===== src/hw/rtl/m4vt_pkg.sv =====
// Shared types and codes for the 4x4 fixed-point vertex transform.
// No dependencies; imported by every module of the block.
package m4vt_pkg;

	localparam int DATA_W          = 32;
	localparam int FRAC_BITS_DEF   = 16;
	localparam int QUEUE_DEPTH_DEF = 2;

	// item kinds
	localparam logic [2:0] KIND_WR_MAT    = 3'd0;
	localparam logic [2:0] KIND_WR_OPD    = 3'd1;
	localparam logic [2:0] KIND_COMPOSE   = 3'd2;
	localparam logic [2:0] KIND_XFORM_PT  = 3'd3;
	localparam logic [2:0] KIND_XFORM_VEC = 3'd4;

	typedef logic signed [DATA_W-1:0] word_t;

	// one queued word: a point arrives here with its w already forced to one
	typedef struct packed {
		logic [2:0] kind;
		logic [3:0] idx;
		word_t      value;
		word_t      vx;
		word_t      vy;
		word_t      vz;
		word_t      vw;
	} item_t;

	typedef struct packed {
		logic full;
		logic empty;
	} q_stat_t;

endpackage


===== src/hw/rtl/m4vt_front.sv =====
// Front end: takes words on the start/busy port, drops unused kinds and
// turns a point into a vec4 with w of one. Depends on m4vt_pkg.
module m4vt_front
	import m4vt_pkg::*;
#(
	parameter int FRAC_BITS = FRAC_BITS_DEF
) (
	input  logic       start,
	input  logic [2:0] kind,
	input  logic [3:0] elem_index,
	input  word_t      elem_value,
	input  word_t      vec_x,
	input  word_t      vec_y,
	input  word_t      vec_z,
	input  word_t      vec_w,
	input  q_stat_t    q_stat,
	output logic       busy,
	output logic       push,
	output item_t      push_item
);

	localparam logic [DATA_W-1:0] ONE = DATA_W'(1) << FRAC_BITS;

	logic known;

	always_comb begin
		unique case (kind) inside
			KIND_WR_MAT, KIND_WR_OPD, KIND_COMPOSE,
			KIND_XFORM_PT, KIND_XFORM_VEC: known = 1'b1;
			default:                       known = 1'b0;
		endcase
	end

	assign busy = q_stat.full;
	assign push = start && !q_stat.full && known;

	always_comb begin
		push_item.kind  = kind;
		push_item.idx   = elem_index;
		push_item.value = elem_value;
		push_item.vx    = vec_x;
		push_item.vy    = vec_y;
		push_item.vz    = vec_z;
		// column 3 then passes through unscaled: (t * one) >> frac == t
		push_item.vw    = (kind == KIND_XFORM_PT) ? word_t'(ONE) : vec_w;
	end

endmodule


===== config.mk =====
export PLATFORM = sky130hd
export DESIGN_NAME = m4vt_front
export DESIGN_NICKNAME = d
export VERILOG_FILES = /design/src/hw/rtl/m4vt_pkg.sv /design/src/hw/rtl/m4vt_front.sv
export SDC_FILE = /design/constraint.sdc
export NUM_CORES = 1
export LEC_CHECK = 0
export BUFFER_PORTS_ARGS = -buffer_cell sky130_fd_sc_hd__buf_2
export CORE_AREA = 3 3 132 134
export DETAILED_ROUTE_END_ITERATION = 8
export DIE_AREA = 0 0 135 137
export PLACE_DENSITY_LB_ADDON = 0.3
export SETUP_SLACK_MARGIN = 0.02
export SLEW_MARGIN = 5
export SYNTH_ARGS = -nofsm -noshare
export SYNTH_HDL_FRONTEND = slang
export SYNTH_SLANG_ARGS = --single-unit

===== constraint.sdc =====
create_clock -name vclk -period 1.5
set_input_delay 0.15 -clock vclk [all_inputs]
set_output_delay 0.15 -clock vclk [all_outputs]
set_load 0.01 [all_outputs]

Yosys cells after proc, flatten, opt, wreduce, memory -nomap -nowiden --
Index checks and enable logic that the tools add are counted.
Cells by class: eq/ne operators 4, reductions and logical operators 5, multiplexer cells 2
Operators by type and width (count):
- $mux W32 | 1
- $eq A3 B2 Y1 const B | 2
- $reduce_or A5 Y1 | 1
- $eq A3 B1 Y1 const B | 1
- $eq A3 B3 Y1 const B | 1
- $logic_not A3 Y1 | 1
- $logic_and A1 B1 Y1 | 2
- $logic_not A1 Y1 | 1
- $mux W1 | 1
Storage, ports and cells: output and inout port bits 169, input bits 170, word-level logic and storage cells 11, register bits after elaboration 0

Longest topological paths before layout --
depth in word-level cells 4, depth in mapped cells 3

Worst setup path after synthesis --
Ideal clock, no wire load.
path type input -> output, start point input port kind[2], end point output port push_item[0] in the netlist's numbering, data arrival time 621 ps, slack 729 ps, cell stages on the path 3, data required time 1350 ps, path through nand3b_4 buf_6 and2_1
RTL lines:
- from (decl) | RTL line m4vt_front.sv:9 | input logic [2:0] kind,
- to (decl) | RTL line m4vt_front.sv:19 | output item_t push_item

==> impl_metrics.csv <==
group,metric,value,unit
sta,drv_slew,0,
cells_and_area,n_clock_buffer,0,
placed_design,pre_cts_ws,0.244,ns
sta,finalWorstSetupSlack,0.295,ns
drt,wl,3010,um
floorplan,start_util,0.0819,
placed_design,gp_congestion,0.522,
min_path,min_path_type,"in2out",
yosys,seq_area_frac_synth,0,
sta,fmax,830,MHz
power,p_per_area,240,nW/um^2
placed_design,dp.cells,329,
cts,cts_resized,0,
global_route,grt_first_pass_wirelength,3740,um
drt,ant_nets,0,
cells_and_area,instances_no_fill,329,
cts,hold_buffers,0,
yosys,synth_top_area_cell,"buf_4",
critical_path,cpMostUsedCell,"buf_2",
global_route,grt_pass1_vias,720,
floorplan,io_pins,339,
power,vdd.ir_drop.worst,0.0432,mV
critical_path,cp_slowest_cell,"nand3b_4",
floorplan,num_rows,47,
cells_and_area,seq_cells,0,
yosys,synthesis.nets,344,
placed_design,dp_hpwl,2610,um
cells_and_area,final_net_count,281,
critical_path,crit_required,1.35,ns
critical_path,cp.arrival,1.05,ns
yosys,yosysUniqueCellTypes,9,
sta,min_period,1.20,ns
drt,avgViaCountPerCell,2.16,
sta,setup_viol,0,
sta,timing.final.hold_violations,0,
drt,num_vias,712,
placed_design,io_buffer_count,74,
sta,worst_pin_slew,0.338,ns
drt,drcViolationCount,0,
floorplan,die_x,135,um
floorplan,die_y,137,um
cells_and_area,diodes,0,
sta,period_share,0.803,
sta,finalSetupTns,0,ns
yosys,synth_cells,174,
cells_and_area,finish.utilization,0.0570,
yosys,synth_top_area_frac,0.760,
cells_and_area,regArea,0,um^2
cts,post_cts_buffers,0,
floorplan,core-area,16400,um^2
critical_path,cp_cell_sequence,"buf_2, nand3b_4, and2_2, buf_2",
critical_path,path_max_fanout,32,
status,outcome,"completed",
drt,wl_per_cell,9.14,um
floorplan,dieArea,18500,um^2
yosys,synthTopCellsByArea,"buf_4 (76%), and2_4 (14%), and2_1 (4.2%)",
drt,drt_iter0_markers,6,
cells_and_area,fill_cells,1939,
global_route,antenna_found_initial,0,
power,p_leak,0.450,nW
critical_path,slowest_delay,0.34,ns
yosys,syn_avg_cell_area,7.72,um^2
yosys,yosys_warnings,0,
yosys,netlist_area,1340,um^2
critical_path,critical_path_class,"in2out",
critical_path,crit_path_end_kind,"primary output",
min_path,hold_depth,0,
global_route,grt_max_degree,33,
global_route,grt_overflow,0,
sta,relSlewSlack,0.775,
critical_path,startpoint_type,"input port",
cells_and_area,drive_gt1_frac,0.890,
cells_and_area,area_growth,-30.4,%
global_route,grt_usage,0.0252,
job,drv_cap,0,
sta,rsz0062_at_grt,"no",
drt,drtPass1Iterations,2,
final timing paths:
kind | slack (ns) | start | endpoint
worst max-delay path | 0.30 | kind[2] | push_item[31]
worst min-delay path | 0.30 | elem_value[14] | push_item[142]
per-stage QoR:
step,instance area [um^2],total power [W],hold WS (ns)
finish,935,0.000224,0.300
global route,935,0.000246,0.300
CTS,935,0.000230,0.300
detailed placement,935,0.000229,0.300
global placement,935,0.000230,0.300
floorplan,1340,0.000490,0.392
per-layer routing:
layer  share of wire  track usage  routed length [um]  up-vias
li1                -            -                   -      256
met1            0.16      0.00992                 472      270
met2            0.47       0.0445                1410      110
met3            0.21       0.0143                 633       76
met4            0.16       0.0465                 491        0
met5               0            0                   0        -
layout by cell type, fill, tap and decap left out:
| cell | netlist | final |
|---|---|---|
| and2_4 | 21 | 21 |
| and2_1 | 9 | 9 |
| and3b_1 | 1 | 1 |
| buf_2 | 0 | 74 |
| o21ai_0 | 1 | 1 |
| and2_2 | 1 | 1 |
| nand3b_4 | 1 | 1 |
| or2b_1 | 1 | 1 |
Yosys cell counts (all sizes together):
cell type	n
buf	139
and2	31
and3b	1
nand3b	1
o21ai	1
or2b	1
layout make-up:
type,count,area (um^2),share of cell area
multi-input cells,35,289,0.309
well taps,220,275,0.295
repair buffers,74,370,0.396
report_power, final:
group          switching [W]  internal, W  total (W)  leakage (nW)
clock                      0            0          0             0
sequential                 0            0          0             0
combinational      0.0000923     0.000132   0.000224         0.450
total              0.0000923     0.000132   0.000224         0.450
kinds of logic after synthesis:
group                  synth area share
AOI/OAI and AO/OA               0.00372
buffers and inverters             0.785
and+or+nand+nor                   0.211
worst max-delay path, delay by kind of cell:
kind | cells | cell delay [ns]
simple gates | 2 | 0.65
buf+inv | 2 | 0.24
Power figures use the tool's default switching activity.
