## src/hw/rtl/m4vt_pkg.sv

```systemverilog
// Shared types and codes for the 4x4 fixed-point vertex transform.
// No dependencies; imported by every module of the block.
package m4vt_pkg;

	localparam int DATA_W          = 32;
	localparam int FRAC_BITS_DEF   = 16;
	localparam int QUEUE_DEPTH_DEF = 2;

	// item kinds
	localparam logic [2:0] KIND_WR_MAT    = 3'd0;
	localparam logic [2:0] KIND_WR_OPD    = 3'd1;
	localparam logic [2:0] KIND_COMPOSE   = 3'd2;
	localparam logic [2:0] KIND_XFORM_PT  = 3'd3;
	localparam logic [2:0] KIND_XFORM_VEC = 3'd4;

	typedef logic signed [DATA_W-1:0] word_t;

	// one queued word: a point arrives here with its w already forced to one
	typedef struct packed {
		logic [2:0] kind;
		logic [3:0] idx;
		word_t      value;
		word_t      vx;
		word_t      vy;
		word_t      vz;
		word_t      vw;
	} item_t;

	typedef struct packed {
		logic full;
		logic empty;
	} q_stat_t;

endpackage

```

## src/hw/rtl/m4vt_queue.sv

```systemverilog
// Short FIFO of decoded items between front and back end.
// Depends on m4vt_pkg.
module m4vt_queue
	import m4vt_pkg::*;
#(
	parameter int DEPTH = QUEUE_DEPTH_DEF
) (
	input  logic    clk,
	input  logic    arst_n,
	input  logic    push,
	input  item_t   push_item,
	input  logic    pop,
	output item_t   pop_item,
	output q_stat_t stat
);

	localparam int PTR_W = (DEPTH > 1) ? $clog2(DEPTH) : 1;
	localparam int CNT_W = $clog2(DEPTH + 1);

	item_t             mem_q [DEPTH];
	logic [PTR_W-1:0]  wr_ptr_q;
	logic [PTR_W-1:0]  rd_ptr_q;
	logic [CNT_W-1:0]  count_q;
	logic              do_push;
	logic              do_pop;

	assign stat.full  = (count_q == CNT_W'(DEPTH));
	assign stat.empty = (count_q == '0);
	assign do_push    = push && !stat.full;
	assign do_pop     = pop && !stat.empty;
	assign pop_item   = mem_q[rd_ptr_q];

	always_ff @(posedge clk or negedge arst_n) begin
		if (!arst_n) begin
			wr_ptr_q <= '0;
			rd_ptr_q <= '0;
			count_q  <= '0;
		end else begin
			if (do_push) begin
				wr_ptr_q <= (wr_ptr_q == PTR_W'(DEPTH - 1)) ? '0 : wr_ptr_q + 1'b1;
			end
			if (do_pop) begin
				rd_ptr_q <= (rd_ptr_q == PTR_W'(DEPTH - 1)) ? '0 : rd_ptr_q + 1'b1;
			end
			if (do_push && !do_pop) begin
				count_q <= count_q + 1'b1;
			end else if (do_pop && !do_push) begin
				count_q <= count_q - 1'b1;
			end
		end
	end

	always_ff @(posedge clk) begin
		if (do_push) begin
			mem_q[wr_ptr_q] <= push_item;
		end
	end

endmodule

```

## config.mk

```make
export PLATFORM = sky130hd
export DESIGN_NAME = m4vt_queue
export DESIGN_NICKNAME = d
export VERILOG_FILES = /design/src/hw/rtl/m4vt_pkg.sv /design/src/hw/rtl/m4vt_queue.sv
export SDC_FILE = /design/constraint.sdc
export NUM_CORES = 1
export LEC_CHECK = 0
export CELL_PAD_IN_SITES_DETAIL_PLACEMENT = 2
export CELL_PAD_IN_SITES_GLOBAL_PLACEMENT = 2
export CORE_ASPECT_RATIO = 1.2
export CORE_UTILIZATION = 42
export CTS_CLUSTER_DIAMETER = 120
export DETAILED_ROUTE_END_ITERATION = 6
export DONT_BUFFER_PORTS = 1
export HOLD_SLACK_MARGIN = 0.05
export MAX_ROUTING_LAYER = met4
export PLACE_DENSITY = 0.87
export SETUP_SLACK_MARGIN = 0.05
export SKIP_CTS_REPAIR_TIMING = 1
export SLEW_MARGIN = 20
export SYNTH_ARGS = -nofsm -noshare
export SYNTH_HDL_FRONTEND = slang
export SYNTH_SLANG_ARGS = --single-unit
```

## constraint.sdc

```tcl
create_clock -name clk -period 8.6 [get_ports clk]
set_input_delay 1.72 -clock clk [delete_from_list [all_inputs] [get_ports clk]]
set_output_delay 1.72 -clock clk [all_outputs]
set_load 0.1 [all_outputs]
```

# ---- Word level (Yosys, flattened, before mapping)
# Memories as Yosys holds them, arrays and structs flattened.
# Index checks and enable logic that the tools add are counted.
dict set report word_totals {
  reg_bits 4
  mem_bits_rw 334
  input_bits 171
  output_inout_bits 169
  word_cells 25
  n_memories 1
}
dict set report classes {
  n_addsub 4
  n_eq_ne 1
  n_mux 6
  n_reduce_logical 10
}
# name words width rd rd_ports_with_merged_regs write_ports line
set mem_list {}
lappend mem_list {mem_q 2 167 1 0 1 m4vt_queue.sv:20} ;# item_t mem_q [DEPTH];
# operator count
set ops {}
lappend ops {{logical AND 1 bit} 4}
lappend ops {{logical NOT 1 bit} 4}
lappend ops {{two-way mux 1 bit} 4}
lappend ops {{two-way mux 2 bit} 2}
lappend ops {{adder 1 bit, second input constant} 2}
lappend ops {{adder 2 x 1 -> 2 bit, second input constant} 1}
lappend ops {{equality test 2 bit, second input constant} 1}
lappend ops {{logical NOT 2 bit} 1}
lappend ops {{nonzero test 2 bit} 1}
lappend ops {{subtractor 2 x 1 -> 2 bit, second input constant} 1}

# ---- Longest topological paths before layout
# Gate-level depths: netlist of run 1.
dict set report depth {
  depth_word 7
  depth_mapped 7
  ltp_nobuf 7
}

# ---- Worst setup path after synthesis of run 1
# No wires, ideal clock.
dict set report synth_timing {
  path_kind {input to register}
  startpoint {input port push}
  endpoint {memory mem_q[0][0] in the netlist's numbering (enable)}
  setup_ns 0.696
  arrival_time_ns 8.738
  required_time_ns 7.904
  path_slack_ns -0.834
  cell_stages 2
  n_path_buf 0
  cell_sequence {nand2_1 -> nor2_1}
}
dict set report synth_via {
  elab_chain_cells 3
}
# element line
set synth_rtl {}
lappend synth_rtl {{from (decl)} m4vt_queue.sv:10} ;# input logic push,
lappend synth_rtl {{logical AND 1 bit} m4vt_queue.sv:29} ;# assign do_push = push && !stat.full;
lappend synth_rtl {{two-way mux 1 bit} m4vt_queue.sv:54} ;# if (do_push) begin
lappend synth_rtl {{two-way mux 1 bit (implied by the code)} m4vt_queue.sv:55} ;# mem_q[wr_ptr_q] <= push_item;
lappend synth_rtl {{to (decl)} m4vt_queue.sv:20}
# No other way between the ends.

==> run_results.csv, run 1 <==
group,metric,value,unit
status,outcome,"finished, final reports clean",
placement,gp_congestion,0.773,
clock_network,clk_latency,0.52,ns
setup_path,r2r_start,"count_q[0]",
setup_path,slowest_delay,0.94,ns
setup_path,critPathSlowestCell,"dfrtp_4",
detailed_routing,dr_wl_met2,16200,um
worst_hold_path,min_path_type,"flop to flop",
grt,antenna_found_initial,1,
placement,postPlaceCellArea,13000,sq um
logic_synthesis,postSynthCellCount,539,
floorplanning,rows,69,
timing,final.setup_skew,0.0165,ns
logic_synthesis,syn_nets,711,
floorplanning,core-area,29600,sq um
placement,dp_hpwl,20000,um
logic_synthesis,synth_warnings,0,
logic_synthesis,syn_area,12700,sq um
clock_network,cts_made_buffers,36,
logic_synthesis,syn_area_per_cell,23.5,sq um
cells_and_area,fin_area,14200,sq um
grt,grt_pass1_vias,5770,
detailed_routing,wl,28900,um
setup_path,crit_chain,"buf_4 -> mux2_2",
logic_synthesis,synth_seq_cells,338,
setup_path,crit_path_start_kind,"flop",
setup_path,crit_start,"rd_ptr_q",
flow_run,cap_violations,0,
grt,grt_pass1_wl,40200,um
detailed_routing,met1Wirelength,9340,um
floorplanning,dieArea,30900,sq um
clock_network,cts_max_level,2,
setup_path,crit_fanout,55,
floorplanning,die_h,192,um
logic_synthesis,yosysUniqueCellTypes,15,
timing,worst_pin_slew,1.11,ns
detailed_routing,vias_per_cell,5.24,
floorplanning,io_pins,340,
cells_and_area,area_delta_synth_final,11.8,%
setup_path,critPathBufInv,1,
worst_hold_path,min_from,"wr_ptr_q",
grt,overflow,0,
clock_network,cts-root-buf,"clkbuf_16",
timing,fmax,209,MHz
detailed_routing,dr.pass1.iters,4,
timing,setup_viol,0,
clock_network,cts_sinks,338,
detailed_routing,ant_nets,0,
cells_and_area,mostFrequentLayoutCells,"334 x edfxtp_1, 101 x mux2_4, 66 x mux2_2, 37 x clkbuf_16",
placement,port_buffers,0,
timing,slew_violations,0,
cells_and_area,layout-drive-gt1-share,38.6,%
cells_and_area,final_common_cell,"edfxtp_1",
setup_path,path_class,"flop to output port",
cells_and_area,fin_nets,736,
timing,rsz0062_at_grt,"false",
timing,fin_setup_tns,0,ns
floorplanning,die_x,161,um
cells_and_area,fin_util,47.9,%
grt,grt.total_usage,18.9,%
detailed_routing,wl_per_cell,29.6,um
setup_path,end_kind,"output port",
timing,period_needed,4.79,ns
timing,maxSlewHeadroom,25.9,%
detailed_routing,route.vias.total,5123,
logic_synthesis,synth-seq-area-share,79.9,%
grt,grt_max_degree,79,
setup_path,crit_required,6.88,ns
clock_network,clockBufferDepth,3,
timing,hold_violations,0,
floorplanning,initial_utilization,42.8,%
detailed_routing,drc,0,
clock_network,path_clk_slew,0.06,ns
setup_path,cp.arrival,3.07,ns
setup_path,path_delay_family,"flip-flops",
timing,finalCritPeriodShare,55.7,%
detailed_routing,dr.first_iter.drc_count,255,
detailed_routing,top_layer,"met4",
clock_network,cts_tree,"done",
detailed_routing,dr_wl_met3,2620,um
-- final timing paths --
check                           endpoint  slack (ns)  depth (start not counted)
min in group asynchronous     count_q[1]        0.89                          0
hold / removal                  wr_ptr_q        0.57                          1
hold reg to reg                 wr_ptr_q        0.57                          1
setup reg to reg            mem_q[0][45]        5.94                          4
max in group asynchronous       rd_ptr_q        7.63                          0
setup / recovery           pop_item[127]        3.81                          2
-- cells by family (layout without fill, tap and decap cells) --
family,count (synthesis),count (layout),share of synthesized area [%]
compound gates,1,1,0.0394
xor+xnor,5,5,0.346
fa+ha+maj,1,1,0.0987
buf+inv,21,68,1.55
flops,338,338,79.9
mux,167,167,17.8
other cells,0,2,0
simple gates,6,6,0.217
-- Yosys cell counts --
master    count  area share [%]
edfxtp_1    334              79
mux2_4      101              12
mux2_2       66             5.9
buf_6        15             1.3
buf_2         4            0.16
dfrtp_1       4            0.79
nor2_1        3           0.089
xnor2_1       3            0.21
inv_1         2           0.059
xor2_1        2            0.14
and3_1        1           0.049
ha_1          1           0.099
nand2_1       1           0.030
nand2b_1      1           0.049
o21ai_0       1           0.039
-- routing by layer --
layer,vias to the layer above,track usage (%)
li1,2192,-
met1,2632,17.4
met2,254,35.5
met3,45,7.18
met4,0,6.15
met5,-,-
-- worst register-to-register path, stage by stage (launching register included) --
cell and delay, ns:
dfrtp_1 0.45, nand2b_1 0.22, nand2_1 0.18, nor2_4 0.46, buf_4 0.91
-- area by class of cell --
type | instances | area [sq um]
multi-input cells | 180 | 2360
fillers | 2555 | 15400
diodes | 2 | 5.00
clock buffers | 44 | 952
flip-flops and latches | 338 | 10100
clock inverters | 16 | 178
repair buffers | 6 | 48.8
well taps | 390 | 488
inverters | 2 | 7.51
-- stage by stage --
step                      std cells  setup WS, ns  hold WS (ns)
final                           978          3.81         0.571
after global routing            978          3.63         0.598
after CTS                       976          3.63         0.574
after detailed placement        916          4.20         0.557
after global placement          916          4.34         0.515
after floorplan                 539          1.99         0.479
-- state kept, by name, indices dropped and copies added, names as in the netlist --
name      flops
count_q       2
wr_ptr_q      1
rd_ptr_q      1
mem_q       334
Power of run 1 is left out: the tool's default activity adds up to more than one toggle a clock period on the data nets, which glitch-free logic cannot reach.
==> inputs of run 2 (changes only) <==
--- a/config.mk
+++ b/config.mk
@@ -5,6 +5,7 @@
 export SDC_FILE = /design/constraint.sdc
 export NUM_CORES = 1
 export LEC_CHECK = 0
+export ABC_AREA = 1
 export CELL_PAD_IN_SITES_DETAIL_PLACEMENT = 2
 export CELL_PAD_IN_SITES_GLOBAL_PLACEMENT = 2
 export CORE_ASPECT_RATIO = 1.2
@@ -14,7 +15,7 @@
 export DONT_BUFFER_PORTS = 1
 export HOLD_SLACK_MARGIN = 0.05
 export MAX_ROUTING_LAYER = met4
-export PLACE_DENSITY = 0.87
+export PLACE_DENSITY = 0.91
 export SETUP_SLACK_MARGIN = 0.05
 export SKIP_CTS_REPAIR_TIMING = 1
 export SLEW_MARGIN = 20
==> constraint.sdc (replaced) <==
create_clock -name clk -period 4.9 [get_ports clk]
set_input_delay 0.98 -clock clk [delete_from_list [all_inputs] [get_ports clk]]
set_output_delay 0.98 -clock clk [all_outputs]
set_load 0.1 [all_outputs]
==> run 2 against run 1 <==
Cell area shrank 2.4%. Area after synthesis decreased by 1.8%. Global-route usage grew 2.4 points. Critical endpoint is now pop_item[68]. Non-clock buffer count up 3. Largest cell class unchanged. Via count up 33%.
==> run_results.csv, run 2 <==
group,metric,value,unit
cells_and_area,diodes,0,
floorplanning,rows,68,
grt,overflow,0,
clock_network,cts_tree,"done",
setup_path,crit_fanout,111,
floorplanning,initial_utilization,43.0,%
grt,grt.total_usage,21.3,%
logic_synthesis,synth-seq-area-share,81.4,%
detailed_routing,dr.first_iter.drc_count,302,
cells_and_area,area_delta_synth_final,11.1,%
detailed_routing,wl,31900,um
setup_path,rr_worst_depth,7,
floorplanning,die_x,159,um
timing,setup_viol,0,
cells_and_area,fin_nets,1086,
clock_network,clk_latency,0.50,ns
logic_synthesis,synth_seq_cells,338,
logic_synthesis,syn_nets,1076,
detailed_routing,route.vias.total,6828,
timing,fin_setup_tns,0,ns
setup_path,end_kind,"output port",
placement,port_buffers,0,
cells_and_area,reg.largest.list,"mem_q (334), count_q (2)",
timing,rsz0062_at_grt,"false",
logic_synthesis,synth_warnings,0,
logic_synthesis,yosysUniqueCellTypes,15,
setup_path,path_class,"flop to output port",
clock_network,clockBufferDepth,3,
detailed_routing,drc,0,
status,outcome,"finished, final reports clean",
timing,fmax,257,MHz
logic_synthesis,ys_top_cells_by_area,"edfxtp_1 81%, nand2_1 15%, buf_6 1.3%, buf_4 0.90%, dfrtp_1 0.80%",
grt,antenna_found_initial,0,
detailed_routing,wl_per_cell,24.1,um
logic_synthesis,syn_area_per_cell,13.8,sq um
logic_synthesis,postSynthCellCount,904,
cells_and_area,fin_cells,1322,
clock_network,path_clk_slew,0.07,ns
timing,final.setup_skew,0.0147,ns
setup_path,reg2reg_to,"mem_q[0][84]",
placement,post-place-cells,1261,
logic_synthesis,syn_area,12500,sq um
floorplanning,core-area,28900,sq um
logic_synthesis,synth_top_flop_cell,"edfxtp_1",
timing,slew_violations,0,
logic_synthesis,synthArstFlopShare,1.18,%
cells_and_area,fin_util,47.8,%
floorplanning,io_pins,340,
clock_network,cts_made_buffers,36,
clock_network,cts_sinks,338,
cells_and_area,mostFrequentLayoutCells,"510 x nand2_1, 334 x edfxtp_1, 37 x clkbuf_16, 9 x clkinv_1, 8 x clkinv_2",
setup_path,cp.arrival,2.91,ns
timing,worst_pin_slew,1.15,ns
floorplanning,dieArea,30300,sq um
clock_network,cts-root-buf,"clkbuf_16",
setup_path,crit_path_start_kind,"flop",
logic_synthesis,synthMostInstantiatedCell,"nand2_1",
logic_synthesis,yosysTopAreaCell,"edfxtp_1",
timing,finalCritPeriodShare,79.3,%
cells_and_area,largest_register_ffs,334,
grt,grt_pass1_vias,7614,
logic_synthesis,synth-edff-count,334,
logic_synthesis,synth_top_area_share,80.5,%
floorplanning,die_h,191,um
setup_path,r2r_slack,2.60,ns
timing,period_needed,3.89,ns
detailed_routing,vias_per_cell,5.16,
timing,hold_violations,0,
detailed_routing,ant_nets,0,
timing,maxSlewHeadroom,23.6,%
flow_run,cap_violations,0,
cells_and_area,regMostFlops,"mem_q",
worst_hold_path,min_path_type,"primary input to async pin",
detailed_routing,dr.pass1.iters,6,
cells_and_area,multiInputGateArea,1990,sq um
cells_and_area,register_area,10100,sq um
placement,gp_congestion,0.757,
logic_synthesis,synth_common_cells,"510 x nand2_1, 334 x edfxtp_1, 15 x buf_4",
setup_path,r2r_start,"count_q[1]",
setup_path,crit_required,3.92,ns
grt,grt_max_degree,169,
cells_and_area,final_common_cell,"nand2_1",
cells_and_area,fillers,2762,
grt,grt_pass1_wl,46100,um
cells_and_area,layout-drive-gt1-share,6.83,%
placement,dp_hpwl,20900,um
clock_network,cts_max_level,2,
[run 2: changes by cell type after synthesis, moves of 2 or more]
cell	delta
buf_2	+4
buf_4	+15
inv_1	+5
mux2_2	-66
mux2_4	-101
nand2_1	+509
xnor2_1	-2
xor2_1	-2
[run 2: logic make-up after synthesis]
family / after synthesis / share of synthesized area (%)
buffers and inverters: 45 / 2.75
AND/OR/NAND/NOR: 517 / 15.6
adder cells (fa/ha/maj): 1 / 0.100
flip-flops: 338 / 81.4
XOR/XNOR: 1 / 0.0704
AO/OA/AOI/OAI: 2 / 0.0804
[run 2: final cells by class]
cell class	instances	share of cell area, %
Clock inverter	21	1.09
Multi-Input combinational cell	521	14.4
Sequential cell	338	73.2
Tap cell	385	3.48
Timing Repair Buffer	9	0.759
Inverter	8	0.280
Clock buffer	40	6.77
[run 2: worst max-delay path, stage by stage, from the launching register on]
cell     delay, ns
dfrtp_4       0.51
inv_6         0.60
buf_4         0.40
nand2_1       0.10
nand2_1       0.69
[run 2: stage by stage]
step / setup WS (ns) / hold slack [ns] / cell area, sq um
global route: 0.841 / 0.139 / 13800
detailed placement: 1.54 / 0.471 / 12800
CTS: 0.994 / 0.142 / 13800
floorplan: 0.470 / 0.450 / 12500
global placement: 1.59 / 0.463 / 12800
finish: 1.01 / 0.162 / 13800
[run 2: routing by layer]
metal | track usage (%) | vias to the layer above | wire length [um]
met5 | - | - | 0
met4 | 9.54 | 0 | 1350
met3 | 7.53 | 74 | 2730
met2 | 39.0 | 277 | 17300
met1 | 19.8 | 3411 | 10500
li1 | - | 3066 | -
[run 2: worst max path at each step]
stage / startpoint / endpoint / slack, ns / depth (start not counted)
detailed placement: rd_ptr_q / pop_item[57] / 1.54 / 4
floorplan: count_q[0] / mem_q[0][0] / 0.47 / 4
finish: rd_ptr_q / pop_item[68] / 1.01 / 4
global placement: rd_ptr_q / pop_item[100] / 1.59 / 4
CTS: rd_ptr_q / pop_item[68] / 0.99 / 4
global route: rd_ptr_q / pop_item[33] / 0.84 / 4
Power of run 2 is left out for the same reason.
==> inputs of run 3 (changes only) <==
--- a/config.mk
+++ b/config.mk
@@ -9,13 +9,13 @@
 export CELL_PAD_IN_SITES_DETAIL_PLACEMENT = 2
 export CELL_PAD_IN_SITES_GLOBAL_PLACEMENT = 2
 export CORE_ASPECT_RATIO = 1.2
-export CORE_UTILIZATION = 42
+export CORE_UTILIZATION = 38
 export CTS_CLUSTER_DIAMETER = 120
 export DETAILED_ROUTE_END_ITERATION = 6
 export DONT_BUFFER_PORTS = 1
 export HOLD_SLACK_MARGIN = 0.05
 export MAX_ROUTING_LAYER = met4
-export PLACE_DENSITY = 0.91
+export PLACE_DENSITY = 0.87
 export SETUP_SLACK_MARGIN = 0.05
 export SKIP_CTS_REPAIR_TIMING = 1
 export SLEW_MARGIN = 20
==> constraint.sdc (replaced) <==
create_clock -name clk -period 3.1 [get_ports clk]
set_input_delay 0.62 -clock clk [delete_from_list [all_inputs] [get_ports clk]]
set_output_delay 0.62 -clock clk [all_outputs]
set_load 0.1 [all_outputs]
==> run 3 against run 2 <==
Clock skew up 0.0011 ns. Cell area grew 19%. Cell count is 15% higher. Setup slack got worse by 0.82 ns. Global-route usage rose by 1.8 points. Wire length increased by 16%.
==> run_results.csv, run 3 (synthesis results as in run 2) <==
group,metric,value,unit
status,outcome,"finished, final reports clean",
floorplanning,core-area,32300,sq um
floorplanning,dieArea,33500,sq um
setup_path,crit_required,2.48,ns
timing,maxSlewHeadroom,46.7,%
detailed_routing,route.vias.total,7557,
grt,grt_pass1_wl,54700,um
timing,rsz0062_at_grt,"false",
detailed_routing,vias_per_cell,4.99,
cells_and_area,reg.largest.list,"mem_q (334), count_q (2)",
worst_hold_path,min_path_type,"primary input to flop",
setup_path,crit_start,"rd_ptr_q",
cells_and_area,fin_nets,1256,
placement,gp_congestion,0.720,
cells_and_area,regMostFlops,"mem_q",
clock_network,path_clk_slew,0.07,ns
clock_network,cts_max_level,2,
detailed_routing,drc,0,
cells_and_area,fillers,2935,
placement,place_ws,0.796,ns
worst_hold_path,min_from,"push_item[138]",
clock_network,clk_latency,0.52,ns
placement,dp_hpwl,25000,um
timing,setup_ws,0.193,ns
grt,grt_max_degree,169,
cells_and_area,layout-drive-gt1-share,20.9,%
cells_and_area,mostFrequentLayoutCells,"509 x nand2_1, 334 x edfxtp_1, 116 x buf_12, 62 x buf_4, 37 x clkbuf_16",
worst_hold_path,whs_endpoint,"mem_q[1][138]",
clock_network,cts_made_buffers,36,
timing,slew_violations,0,
timing,setup_viol,0,
placement,port_buffers,0,
detailed_routing,wl,37100,um
timing,worst_pin_slew,0.799,ns
setup_path,cp.arrival,2.29,ns
timing,period_needed,2.91,ns
floorplanning,initial_utilization,38.6,%
detailed_routing,dr.first_iter.drc_count,395,
timing,hold_violations,0,
setup_path,reg2reg_to,"mem_q[0][98]",
timing,final.setup_skew,0.0158,ns
detailed_routing,dr.pass1.iters,4,
detailed_routing,wl_per_cell,24.5,um
detailed_routing,ant_nets,0,
grt,grt_pass1_vias,8775,
floorplanning,io_pins,340,
setup_path,end_kind,"output port",
floorplanning,die_h,200,um
grt,overflow,0,
timing,finalCritPeriodShare,93.8,%
flow_run,cap_violations,0,
clock_network,cts-root-buf,"clkbuf_16",
floorplanning,die_x,167,um
setup_path,crit_path_start_kind,"flop",
setup_path,r2r_start,"count_q[1]",
setup_path,r2r_slack,1.02,ns
cells_and_area,final_common_cell,"nand2_1",
grt,grt.total_usage,23.0,%
clock_network,clockBufferDepth,3,
cells_and_area,largest_register_ffs,334,
worst_hold_path,hold-path-cell-count,0,
floorplanning,rows,72,
setup_path,path_class,"flop to output port",
clock_network,cts_sinks,338,
grt,antenna_found_initial,1,
setup_path,crit_fanout,168,
setup_path,rr_worst_depth,7,
cells_and_area,area_delta_synth_final,32.8,%
timing,fmax,344,MHz
clock_network,cts_tree,"done",
## run 3: cell types whose count changed in the layout (fill, tap and decap cells not counted), moves of 2 or more
cell	delta
buf_12	+113
clkinv_2	-3
clkbuf_1	+10
clkinv_4	-2
buf_4	+56
clkinv_1	-4
## run 3: routing by layer
layer  vias up  part of all wire, %  wire length, um  track usage, %
met5         -                    0                0               -
met4         0                  3.9             1440            9.04
met3        80                  9.6             3570            9.07
met2       312                   55            20300            42.3
met1      3754                   32            11800            20.9
li1       3411                    -                -               -
## run 3: area by class of cell
cell class	instances	area, sq um	area share (%)
clock inverters	11	73.8	0.446
inverters	8	38.8	0.235
well taps	407	509	3.08
diodes	1	2.50	0.0151
flip-flops and latches	338	10100	61.3
repair buffers	179	2800	16.9
multi-input cells	521	2000	12.1
clock buffers	50	975	5.90
## run 3: worst max path at each step
stage / slack [ns] / endpoint
3_5_place_dp: 0.80 / pop_item[122]
3_3_place_gp: 0.85 / pop_item[140]
6_report: 0.19 / pop_item[70]
5_1_grt: 0.1 / pop_item[70]
4_1_cts: 0.22 / pop_item[142]
2_1_floorplan: -0.91 / mem_q[0][0]
## run 3: through the flow
stage	utilization [%]	cell area, sq um	std cells	hold WS, ns	TNS [ns]
6_report	51.3	16500	1515	0.188	0
5_1_grt	51.3	16500	1515	0.162	0
4_1_cts	51.2	16500	1513	-0.237	0
3_5_place_dp	48.0	15500	1452	0.325	0
3_3_place_gp	48.0	15500	1452	0.325	0
2_1_floorplan	-	12500	904	0.324	-250.52
## run 3: worst max-delay path, stage by stage, from the launching register on
cell and delay (ns):
dfrtp_4 0.45, buf_12 0.57, nand2_1 0.18, nand2_1 0.13
buf_4 0.29
Power of run 3 is left out for the same reason.
